**config.mk**
```make
export PLATFORM = sky130hd
export DESIGN_NAME = pi_motor_drive_controller_core
export DESIGN_NICKNAME = d
export VERILOG_FILES = /design/src/hdl/pimd_pkg.sv /design/src/hdl/pimd_cfg_regs.sv /design/src/hdl/pimd_divider.sv /design/src/hdl/pi_motor_drive_controller_core.sv
export SDC_FILE = /design/constraint.sdc
export NUM_CORES = 2
export LEC_CHECK = 0
export BUFFER_PORTS_ARGS = -buffer_cell sky130_fd_sc_hd__buf_2
export CAP_MARGIN = 5
export CORE_UTILIZATION = 50
export DETAILED_ROUTE_END_ITERATION = 10
export PLACE_DENSITY_LB_ADDON = 0.1
export SETUP_SLACK_MARGIN = 0.4
export SYNTH_ARGS = -nofsm -noshare
export SYNTH_HDL_FRONTEND = slang
export SYNTH_SLANG_ARGS = --single-unit
```
**constraint.sdc**
```tcl
create_clock -name clk -period 10.05 [get_ports clk]
set_input_delay 1.5075 -clock clk [delete_from_list [all_inputs] [get_ports clk]]
set_output_delay 1.5075 -clock clk [all_outputs]
set_load 0.02 [all_outputs]
```
**src/hdl/pimd_pkg.sv**
```systemverilog
package pimd_pkg;

  localparam int unsigned DATA_W      = 16;
  localparam int unsigned APB_ADDR_W  = 4;
  localparam int unsigned APB_DATA_W  = 32;
  localparam int unsigned OUT_OFFSET  = 1000;
  localparam int unsigned CLAMP_MARGIN = 100;

  // Integral dividend is (|sum| * kp * ts) >> 8; its quotient by ti is capped
  // at 2^DIV_QBITS-1, far beyond any value that survives the output clamp.
  localparam int unsigned DIVIDEND_W = 56;
  localparam int unsigned DIV_QBITS  = 27;
  localparam int unsigned DIV_CNT_W  = $clog2(DIV_QBITS);

  localparam logic [DATA_W-1:0] RST_PROP_GAIN     = 16'd256;
  localparam logic [DATA_W-1:0] RST_SAMPLE_TIME   = 16'd1;
  localparam logic [DATA_W-1:0] RST_INTEGRAL_TIME = 16'd1;
  localparam logic [DATA_W-1:0] RST_PWM_PERIOD    = 16'd7200;

  typedef enum logic [1:0] {
    REG_PROP_GAIN     = 2'd0,
    REG_SAMPLE_TIME   = 2'd1,
    REG_INTEGRAL_TIME = 2'd2,
    REG_PWM_PERIOD    = 2'd3
  } reg_idx_t;

  typedef struct packed {
    logic [DATA_W-1:0] prop_gain;
    logic [DATA_W-1:0] sample_time;
    logic [DATA_W-1:0] integral_time;
    logic [DATA_W-1:0] pwm_period;
  } cfg_t;

  typedef struct packed {
    logic signed [DATA_W-1:0] setpoint;
    logic signed [DATA_W-1:0] measured;
  } item_t;

  typedef struct packed {
    logic              forward;
    logic [DATA_W-1:0] duty;
  } result_t;

endpackage

```
**src/hdl/pimd_cfg_regs.sv**
```systemverilog
module pimd_cfg_regs (
  input  logic                               clk,
  input  logic                               rst,
  input  logic                               psel,
  input  logic                               penable,
  input  logic                               pwrite,
  input  logic [pimd_pkg::APB_ADDR_W-1:0]    paddr,
  input  logic [pimd_pkg::APB_DATA_W-1:0]    pwdata,
  output logic [pimd_pkg::APB_DATA_W-1:0]    prdata,
  output logic                               pready,
  output pimd_pkg::cfg_t                     cfg
);

  pimd_pkg::reg_idx_t idx;
  logic               wr_en;

  assign idx    = pimd_pkg::reg_idx_t'(paddr[pimd_pkg::APB_ADDR_W-1:2]);
  assign pready = 1'b1;
  assign wr_en  = psel && penable && pwrite;

  always_ff @(posedge clk) begin
    if (rst) begin
      cfg.prop_gain     <= pimd_pkg::RST_PROP_GAIN;
      cfg.sample_time   <= pimd_pkg::RST_SAMPLE_TIME;
      cfg.integral_time <= pimd_pkg::RST_INTEGRAL_TIME;
      cfg.pwm_period    <= pimd_pkg::RST_PWM_PERIOD;
    end else if (wr_en) begin
      unique case (idx)
        pimd_pkg::REG_PROP_GAIN:     cfg.prop_gain     <= pwdata[pimd_pkg::DATA_W-1:0];
        pimd_pkg::REG_SAMPLE_TIME:   cfg.sample_time   <= pwdata[pimd_pkg::DATA_W-1:0];
        pimd_pkg::REG_INTEGRAL_TIME: cfg.integral_time <= pwdata[pimd_pkg::DATA_W-1:0];
        pimd_pkg::REG_PWM_PERIOD:    cfg.pwm_period    <= pwdata[pimd_pkg::DATA_W-1:0];
        default: ;
      endcase
    end
  end

  always_comb begin
    prdata = '0;
    unique case (idx)
      pimd_pkg::REG_PROP_GAIN:     prdata[pimd_pkg::DATA_W-1:0] = cfg.prop_gain;
      pimd_pkg::REG_SAMPLE_TIME:   prdata[pimd_pkg::DATA_W-1:0] = cfg.sample_time;
      pimd_pkg::REG_INTEGRAL_TIME: prdata[pimd_pkg::DATA_W-1:0] = cfg.integral_time;
      pimd_pkg::REG_PWM_PERIOD:    prdata[pimd_pkg::DATA_W-1:0] = cfg.pwm_period;
      default: ;
    endcase
  end

endmodule

```
**src/hdl/pimd_divider.sv**
```systemverilog
module pimd_divider (
  input  logic                                clk,
  input  logic                                rst,
  input  logic                                start,
  input  logic [pimd_pkg::DIVIDEND_W-1:0]     dividend,
  input  logic [pimd_pkg::DATA_W-1:0]         divisor,
  output logic                                done,
  output logic [pimd_pkg::DIV_QBITS-1:0]      quotient
);

  localparam int unsigned QB = pimd_pkg::DIV_QBITS;
  localparam int unsigned DW = pimd_pkg::DATA_W;
  localparam int unsigned HW = pimd_pkg::DIVIDEND_W - QB;

  typedef enum logic {D_IDLE, D_RUN} dstate_t;

  dstate_t                          state;
  logic [DW-1:0]                    rem;
  logic [pimd_pkg::DIV_CNT_W-1:0]   cnt;
  logic [DW+1:0]                    trial;
  logic                             overflow;

  // Quotient bits shift in at the bottom of the same register that feeds the
  // low dividend bits out at the top.
  assign trial    = {1'b0, rem, quotient[QB-1]} - {2'b00, divisor};
  assign overflow = dividend[pimd_pkg::DIVIDEND_W-1:QB] >= HW'(divisor);

  always_ff @(posedge clk) begin
    if (rst) begin
      state <= D_IDLE;
      done  <= 1'b0;
      cnt   <= '0;
    end else begin
      done <= 1'b0;
      unique case (state)
        D_IDLE: begin
          if (start) begin
            if (divisor == '0) begin
              quotient <= '0;
              done     <= 1'b1;
            end else if (overflow) begin
              quotient <= '1;
              done     <= 1'b1;
            end else begin
              rem      <= dividend[QB+DW-1:QB];
              quotient <= dividend[QB-1:0];
              cnt      <= '0;
              state    <= D_RUN;
            end
          end
        end
        D_RUN: begin
          if (!trial[DW+1]) begin
            rem <= trial[DW-1:0];
          end else begin
            rem <= {rem[DW-2:0], quotient[QB-1]};
          end
          quotient <= {quotient[QB-2:0], ~trial[DW+1]};
          cnt      <= cnt + 1'b1;
          if (cnt == pimd_pkg::DIV_CNT_W'(QB - 1)) begin
            done  <= 1'b1;
            state <= D_IDLE;
          end
        end
        default: state <= D_IDLE;
      endcase
    end
  end

endmodule

```
**src/hdl/pi_motor_drive_controller_core.sv**
```systemverilog
// PI motor drive controller, one channel. Each accepted word carries a
// setpoint and a measured value (signed 16 bit); the block forms the error,
// adds it to a saturating 32-bit error sum, and returns one word with the
// direction flag (forward is set only for a positive output) and the duty,
// the magnitude of kp*err/256 + kp*ts*sum/(ti*256) + 1000 clamped to
// +/-(pwm_period-100), both quotients truncated toward zero. One shared
// 32x32 multiplier runs three products in turn (kp*ts, |sum|*kp*ts,
// |err|*kp) and a radix-2 restoring divider forms the integral quotient.
// A word passes through both and into the output register, once that
// register is free, before the next word can be taken. A zero
// integral time or an integral quotient beyond the divider's 27 bits
// skips the division. A result holds in the output register while the
// next word is accepted. Writes to the APB registers (0 prop_gain,
// 1 sample_time, 2 integral_time, 3 pwm_period, byte addresses 4*i)
// belong between words. An integral time of zero drops the integral
// term.
module pi_motor_drive_controller_core (
  input  logic                               clk,
  input  logic                               rst,
  input  logic                               psel,
  input  logic                               penable,
  input  logic                               pwrite,
  input  logic [pimd_pkg::APB_ADDR_W-1:0]    paddr,
  input  logic [pimd_pkg::APB_DATA_W-1:0]    pwdata,
  output logic [pimd_pkg::APB_DATA_W-1:0]    prdata,
  output logic                               pready,
  input  logic                               item_valid,
  output logic                               item_ready,
  input  pimd_pkg::item_t                    item,
  output logic                               result_valid,
  input  logic                               result_ready,
  output pimd_pkg::result_t                  result
);

  localparam int unsigned DW = pimd_pkg::DATA_W;
  localparam int unsigned QB = pimd_pkg::DIV_QBITS;
  localparam int unsigned YW = QB + 3;

  typedef enum logic [2:0] {
    S_IDLE, S_GAIN, S_INTEG, S_PROP, S_WAIT, S_SUM, S_EMIT
  } state_t;

  pimd_pkg::cfg_t           cfg;
  state_t                   state;

  logic signed [DW:0]       err;
  logic signed [31:0]       error_sum;
  logic                     err_neg;
  logic                     sum_neg;
  logic [DW:0]              err_mag;
  logic [31:0]              sum_mag;
  logic [63:0]              prod;
  logic signed [YW-1:0]     y;

  logic signed [DW:0]       err_next;
  logic signed [32:0]       sum_wide;
  logic signed [31:0]       error_sum_next;
  logic [31:0]              mul_a;
  logic [31:0]              mul_b;
  logic                     div_start;
  logic                     div_done;
  logic [QB-1:0]            quotient;
  logic signed [YW-1:0]     p_term;
  logic signed [YW-1:0]     i_term;
  logic [DW-1:0]            limit;
  logic signed [YW-1:0]     limit_s;
  logic [YW-1:0]            y_mag;
  pimd_pkg::result_t        result_next;

  pimd_cfg_regs u_regs (
    .clk     (clk),
    .rst     (rst),
    .psel    (psel),
    .penable (penable),
    .pwrite  (pwrite),
    .paddr   (paddr),
    .pwdata  (pwdata),
    .prdata  (prdata),
    .pready  (pready),
    .cfg     (cfg)
  );

  // Integral dividend drops the /256 first: floor(n/(ti*256)) = floor((n>>8)/ti).
  assign div_start = (state == S_PROP);

  pimd_divider u_div (
    .clk      (clk),
    .rst      (rst),
    .start    (div_start),
    .dividend (prod[63:8]),
    .divisor  (cfg.integral_time),
    .done     (div_done),
    .quotient (quotient)
  );

  assign item_ready = (state == S_IDLE);

  // Error and saturating sum update, taken at acceptance.
  always_comb begin
    err_next = {item.setpoint[DW-1], item.setpoint} - {item.measured[DW-1], item.measured};
    sum_wide = {error_sum[31], error_sum} + 33'(err_next);
    if (sum_wide[32] != sum_wide[31]) begin
      error_sum_next = sum_wide[32] ? 32'sh8000_0000 : 32'sh7fff_ffff;
    end else begin
      error_sum_next = sum_wide[31:0];
    end
  end

  // Shared multiplier operands, one product per state.
  always_comb begin
    mul_a = '0;
    mul_b = '0;
    case (state)
      S_GAIN: begin
        mul_a = 32'(cfg.prop_gain);
        mul_b = 32'(cfg.sample_time);
      end
      S_INTEG: begin
        mul_a = sum_mag;
        mul_b = prod[31:0];
      end
      S_PROP: begin
        mul_a = 32'(err_mag);
        mul_b = 32'(cfg.prop_gain);
      end
      default: ;
    endcase
  end

  // Combine terms; prod holds |err|*kp once S_PROP is left.
  always_comb begin
    p_term = YW'(prod[31:8]);
    i_term = YW'(quotient);
    if (err_neg) p_term = -p_term;
    if (sum_neg) i_term = -i_term;
  end

  // Clamp and split into direction and magnitude.
  always_comb begin
    limit   = (cfg.pwm_period > DW'(pimd_pkg::CLAMP_MARGIN))
              ? cfg.pwm_period - DW'(pimd_pkg::CLAMP_MARGIN) : '0;
    limit_s = YW'(limit);
    y_mag   = y[YW-1] ? YW'(-y) : YW'(y);
    if (y > limit_s) begin
      result_next.forward = (limit != '0);
      result_next.duty    = limit;
    end else if (y < -limit_s) begin
      result_next.forward = 1'b0;
      result_next.duty    = limit;
    end else begin
      result_next.forward = (y > 0);
      result_next.duty    = y_mag[DW-1:0];
    end
  end

  always_ff @(posedge clk) begin
    if (rst) begin
      state        <= S_IDLE;
      error_sum    <= '0;
      result_valid <= 1'b0;
    end else begin
      // Drop the held result once taken, unless a new one refills it now.
      if (result_valid && result_ready && (state != S_EMIT)) result_valid <= 1'b0;
      unique case (state)
        S_IDLE: begin
          if (item_valid) begin
            err       <= err_next;
            error_sum <= error_sum_next;
            state     <= S_GAIN;
          end
        end
        S_GAIN: begin
          prod    <= mul_a * mul_b;
          err_neg <= err[DW];
          sum_neg <= error_sum[31];
          err_mag <= err[DW] ? (DW+1)'(-err) : (DW+1)'(err);
          sum_mag <= error_sum[31] ? 32'(-error_sum) : 32'(error_sum);
          state   <= S_INTEG;
        end
        S_INTEG: begin
          prod  <= mul_a * mul_b;
          state <= S_PROP;
        end
        S_PROP: begin
          // Divider latches the integral product at this edge.
          prod  <= mul_a * mul_b;
          state <= S_WAIT;
        end
        S_WAIT: begin
          if (div_done) state <= S_SUM;
        end
        S_SUM: begin
          y     <= p_term + i_term + YW'(pimd_pkg::OUT_OFFSET);
          state <= S_EMIT;
        end
        S_EMIT: begin
          // Hold until the output register is free.
          if (!result_valid || result_ready) begin
            result       <= result_next;
            result_valid <= 1'b1;
            state        <= S_IDLE;
          end
        end
        default: state <= S_IDLE;
      endcase
    end
  end

  a_fwd_nonzero: assert property (@(posedge clk) disable iff (rst)
    result_valid && result.forward |-> result.duty != '0)
    else $error("forward flag with zero duty");

  a_div_done_wait: assert property (@(posedge clk) disable iff (rst)
    div_done |-> state == S_WAIT)
    else $error("divider finished outside wait state");

  a_sum_stable: assert property (@(posedge clk) disable iff (rst)
    $past(!rst) && !$past(item_valid && item_ready) |-> error_sum == $past(error_sum))
    else $error("error sum changed without an accepted word");

  a_one_busy: assert property (@(posedge clk) disable iff (rst)
    (state == S_WAIT) && !div_done |=> (state == S_WAIT) || (state == S_SUM))
    else $error("sequencer left wait state early");

endmodule

```
==> impl_metrics.ini <==
[run_status]
outcome = finished clean

[run]
cap_violations = 0

[synth]
avgSynthCellArea_sq_um = 8.82
synth_edf_count = 222
synth_seq_cells = 329
synthArstFlopShare_pct = 0
yosys.area.top_type = fa_1
synthDistinctLibCells = 86
yosysSeqAreaShare_pct = 16.0
synthesis.area_sq_mm = 0.0550
yosys-top-cells-count = 979 x inv_1, 916 x nand2_1, 900 x fa_1
synth_top_area_share_pct = 32.7
synthFlopType = edfxtp_1
ys.warnings.count = 0
syn_inst = 6237
synth.area.top_cells = fa_1 33%, edfxtp_1 12%, ha_1 10%
yosysMostFrequentCell = inv_1

[route]
ant_nets = 0
wirelength_mm = 173
drc = 0
first_pass_iters = 8
num_vias = 43875
routedWlPerCell_um = 22.5
drt-initial-drc-count = 3678
via_per_inst = 5.72

[critical_path]
slowest_stage = fa_1
cp_num_buf_inv = 9
timing.rr.start = state[1]
setup.worst_path.class = reg -> reg
crit_family = adder cells
crit_path_end_kind = register
r2r_end = prod[61]
rr_worst_depth = 32
crit_top_cell = fa_1
cp.required_ns = 10.35
timing.critical_path.arrival_ns = 9.64
crit_fanout = 36
reg2reg_slack_ns = 0.71
max_stage_delay_ns = 0.56
startpoint_type = register

[floorplanning]
core_area_sq_mm = 0.109
die_h_um = 334
pin_count = 127
dieWidth_um = 334
rows = 121
start_util_pct = 50.5
dieArea_sq_mm = 0.111

[global_routing]
grt_pass1_wl_mm = 266
grt_start_max_net_pins = 76
grt_overflow = 0
grt_pass1_vias = 44321
antenna_found_initial = 2
grt_usage_pct = 31.5

[power]
vdd_drop_max_mv = 0.106
seqPwrFrac_pct = 32.4
power_leakage_nw = 27.3
powerDensity_mw_per_mm2 = 89.5
clock_power_share_pct = 24.8
switching_share_pct = 40.5
p_int_mw = 3.13
power_frac_comb_pct = 42.8
p_sw_mw = 2.13

[timing]
max_slew.worst_pin.slew_ns = 1.18
fin_ws_ns = 0.715
clock_skew_ns = 0.0312
setup_viol = 0
rsz0062_at_grt = yes
clock.fmax_ghz = 0.107
tns_ns = 0
min_period_over_period_pct = 92.9
finalHoldViolCount = 0
min_period_ns = 9.34
drv_slew = 0
slew_headroom_pct = 20.8

[clocking]
h-tree-depth = 2
clockRootBuffer = clkbuf_16
clk_latency_ns = 0.56
cts_tree = yes
cts_made_buffers = 35
clockBufferDepth = 3
clock-sinks = 329
clk_pin_slew_ns = 0.06

[worst_hold_path]
hp-start = u_regs.cfg[47]
hold_depth = 2
hold_path_class = reg -> reg
holdPathEnd = u_regs.cfg[47]

[placed_design]
place_congestion = 0.970
place_ws_ns = 0.376
dp_hpwl_mm = 142
port_buffers = 91

[layout]
final_nets = 7666
synthToLayoutAreaGrowth_pct = 6.83
drive_gt1_share_pct = 7.25
cells by family (layout without fill, tap and decap cells):
group / after synthesis / after routing / share of synthesized area (%)
AOI/OAI and AO/OA: 888 / 888 / 10.1
xor gates and xnor gates: 258 / 258 / 4.11
adders and majority gates: 1360 / 1360 / 43.2
buffers and inverters: 1318 / 1328 / 9.12
DFF: 329 / 329 / 16.0
muxes: 83 / 83 / 1.96
other: 2 / 18 / 0.0136
and+or+nand+nor: 1999 / 1999 / 15.5
sequential cells by signal, indices dropped and copies added, names as in the netlist, 3 cells and up:
signal          flops
sum_mag            32
u_regs.cfg         64
u_div.quotient     27
err_mag            17
y                  30
error_sum          32
err                17
u_div.cnt           5
u_div.rem          16
state               3
prod               64
result             17
worst max-delay path by stage:
| stage | from | end | slack [ns] | cells past startpoint |
|---|---|---|---|---|
| after floorplan | state[1] | prod[54] | 1.34 | 30 |
| after global placement | state[1] | prod[61] | 0.43 | 31 |
| after detailed placement | state[1] | prod[61] | 0.38 | 31 |
| after CTS | state[1] | prod[56] | 0.53 | 29 |
| after global routing | state[1] | prod[56] | 0.33 | 31 |
| final | state[1] | prod[61] | 0.71 | 32 |
stage by stage:
step                      instance area [sq um]  total power [mW]  util, %  hold slack, ns  cells
after floorplan                           55100              3.21        -           0.444   6252
after detailed placement                  57600              3.95     52.8           0.461   7611
after global routing                      58800              5.57     53.9           0.496   7676
after global placement                    57600              3.93     52.8           0.454   7611
final                                     58800              5.26     53.9           0.468   7677
after CTS                                 58700              5.27     53.8           0.470   7674
routing by layer:
metal  global-route usage, %  vias to the layer above  share of wire [%]
li1                        -                    19877                  -
met2                    50.7                     1538                 46
met1                    42.2                    22122                 41
met5                       0                        -             0.0075
met3                    5.96                      336                8.3
met4                    12.1                        2                4.6
layout make-up:
type / instances / area [sq um]
antenna: 1 / 2.50
clock buffer: 53 / 1030
clock inverter: 10 / 70.1
fill: 10263 / 50200
inverter: 979 / 3670
multi-input combinational: 4605 / 41400
sequential: 329 / 8810
tap: 1414 / 1770
timing repair buffer: 286 / 2060
worst register-to-register path: cells and delay by family, from the launching register on:
kind / cells / cell delay [ns]
compound gates: 9 / 2.28
buf+inv: 9 / 1.05
simple gates: 4 / 0.51
fa+ha+maj: 9 / 4.40
mux: 1 / 0.42
flops: 1 / 0.43
timing repair:
action / in CTS / in global routing
hold buffers: 0 / 0
setup endpoints to repair: 2 / 15
cloned: 0 / 1
pin swaps: 0 / 1
gates resized for setup: 1 / 28
buffers inserted: 0 / 1
power groups by stage:
| stage | clock (mW) | sequential [mW] | combinational (mW) |
|---|---|---|---|
| 2_1_floorplan | 0 | 1.66 | 1.55 |
| 3_3_place_gp | 0 | 1.73 | 2.20 |
| 3_5_place_dp | 0 | 1.73 | 2.22 |
| 4_1_cts | 1.32 | 1.70 | 2.24 |
| 5_1_grt | 1.37 | 1.71 | 2.49 |
| 6_report | 1.30 | 1.71 | 2.25 |
placed cells by master (no fill, tap or decap), drive strengths merged, types with 88 or more instances in the layout:
master | netlist | routed
and3 | 88 | 88
buf | 48 | 285
nand2 | 917 | 917
ha | 455 | 455
o21ai | 208 | 208
inv | 979 | 982
dfxtp | 107 | 107
xnor2 | 182 | 182
a21o | 118 | 118
nor2 | 655 | 655
a21oi | 311 | 311
fa | 900 | 900
edfxtp | 222 | 222
Power figures use the tool's default switching activity.
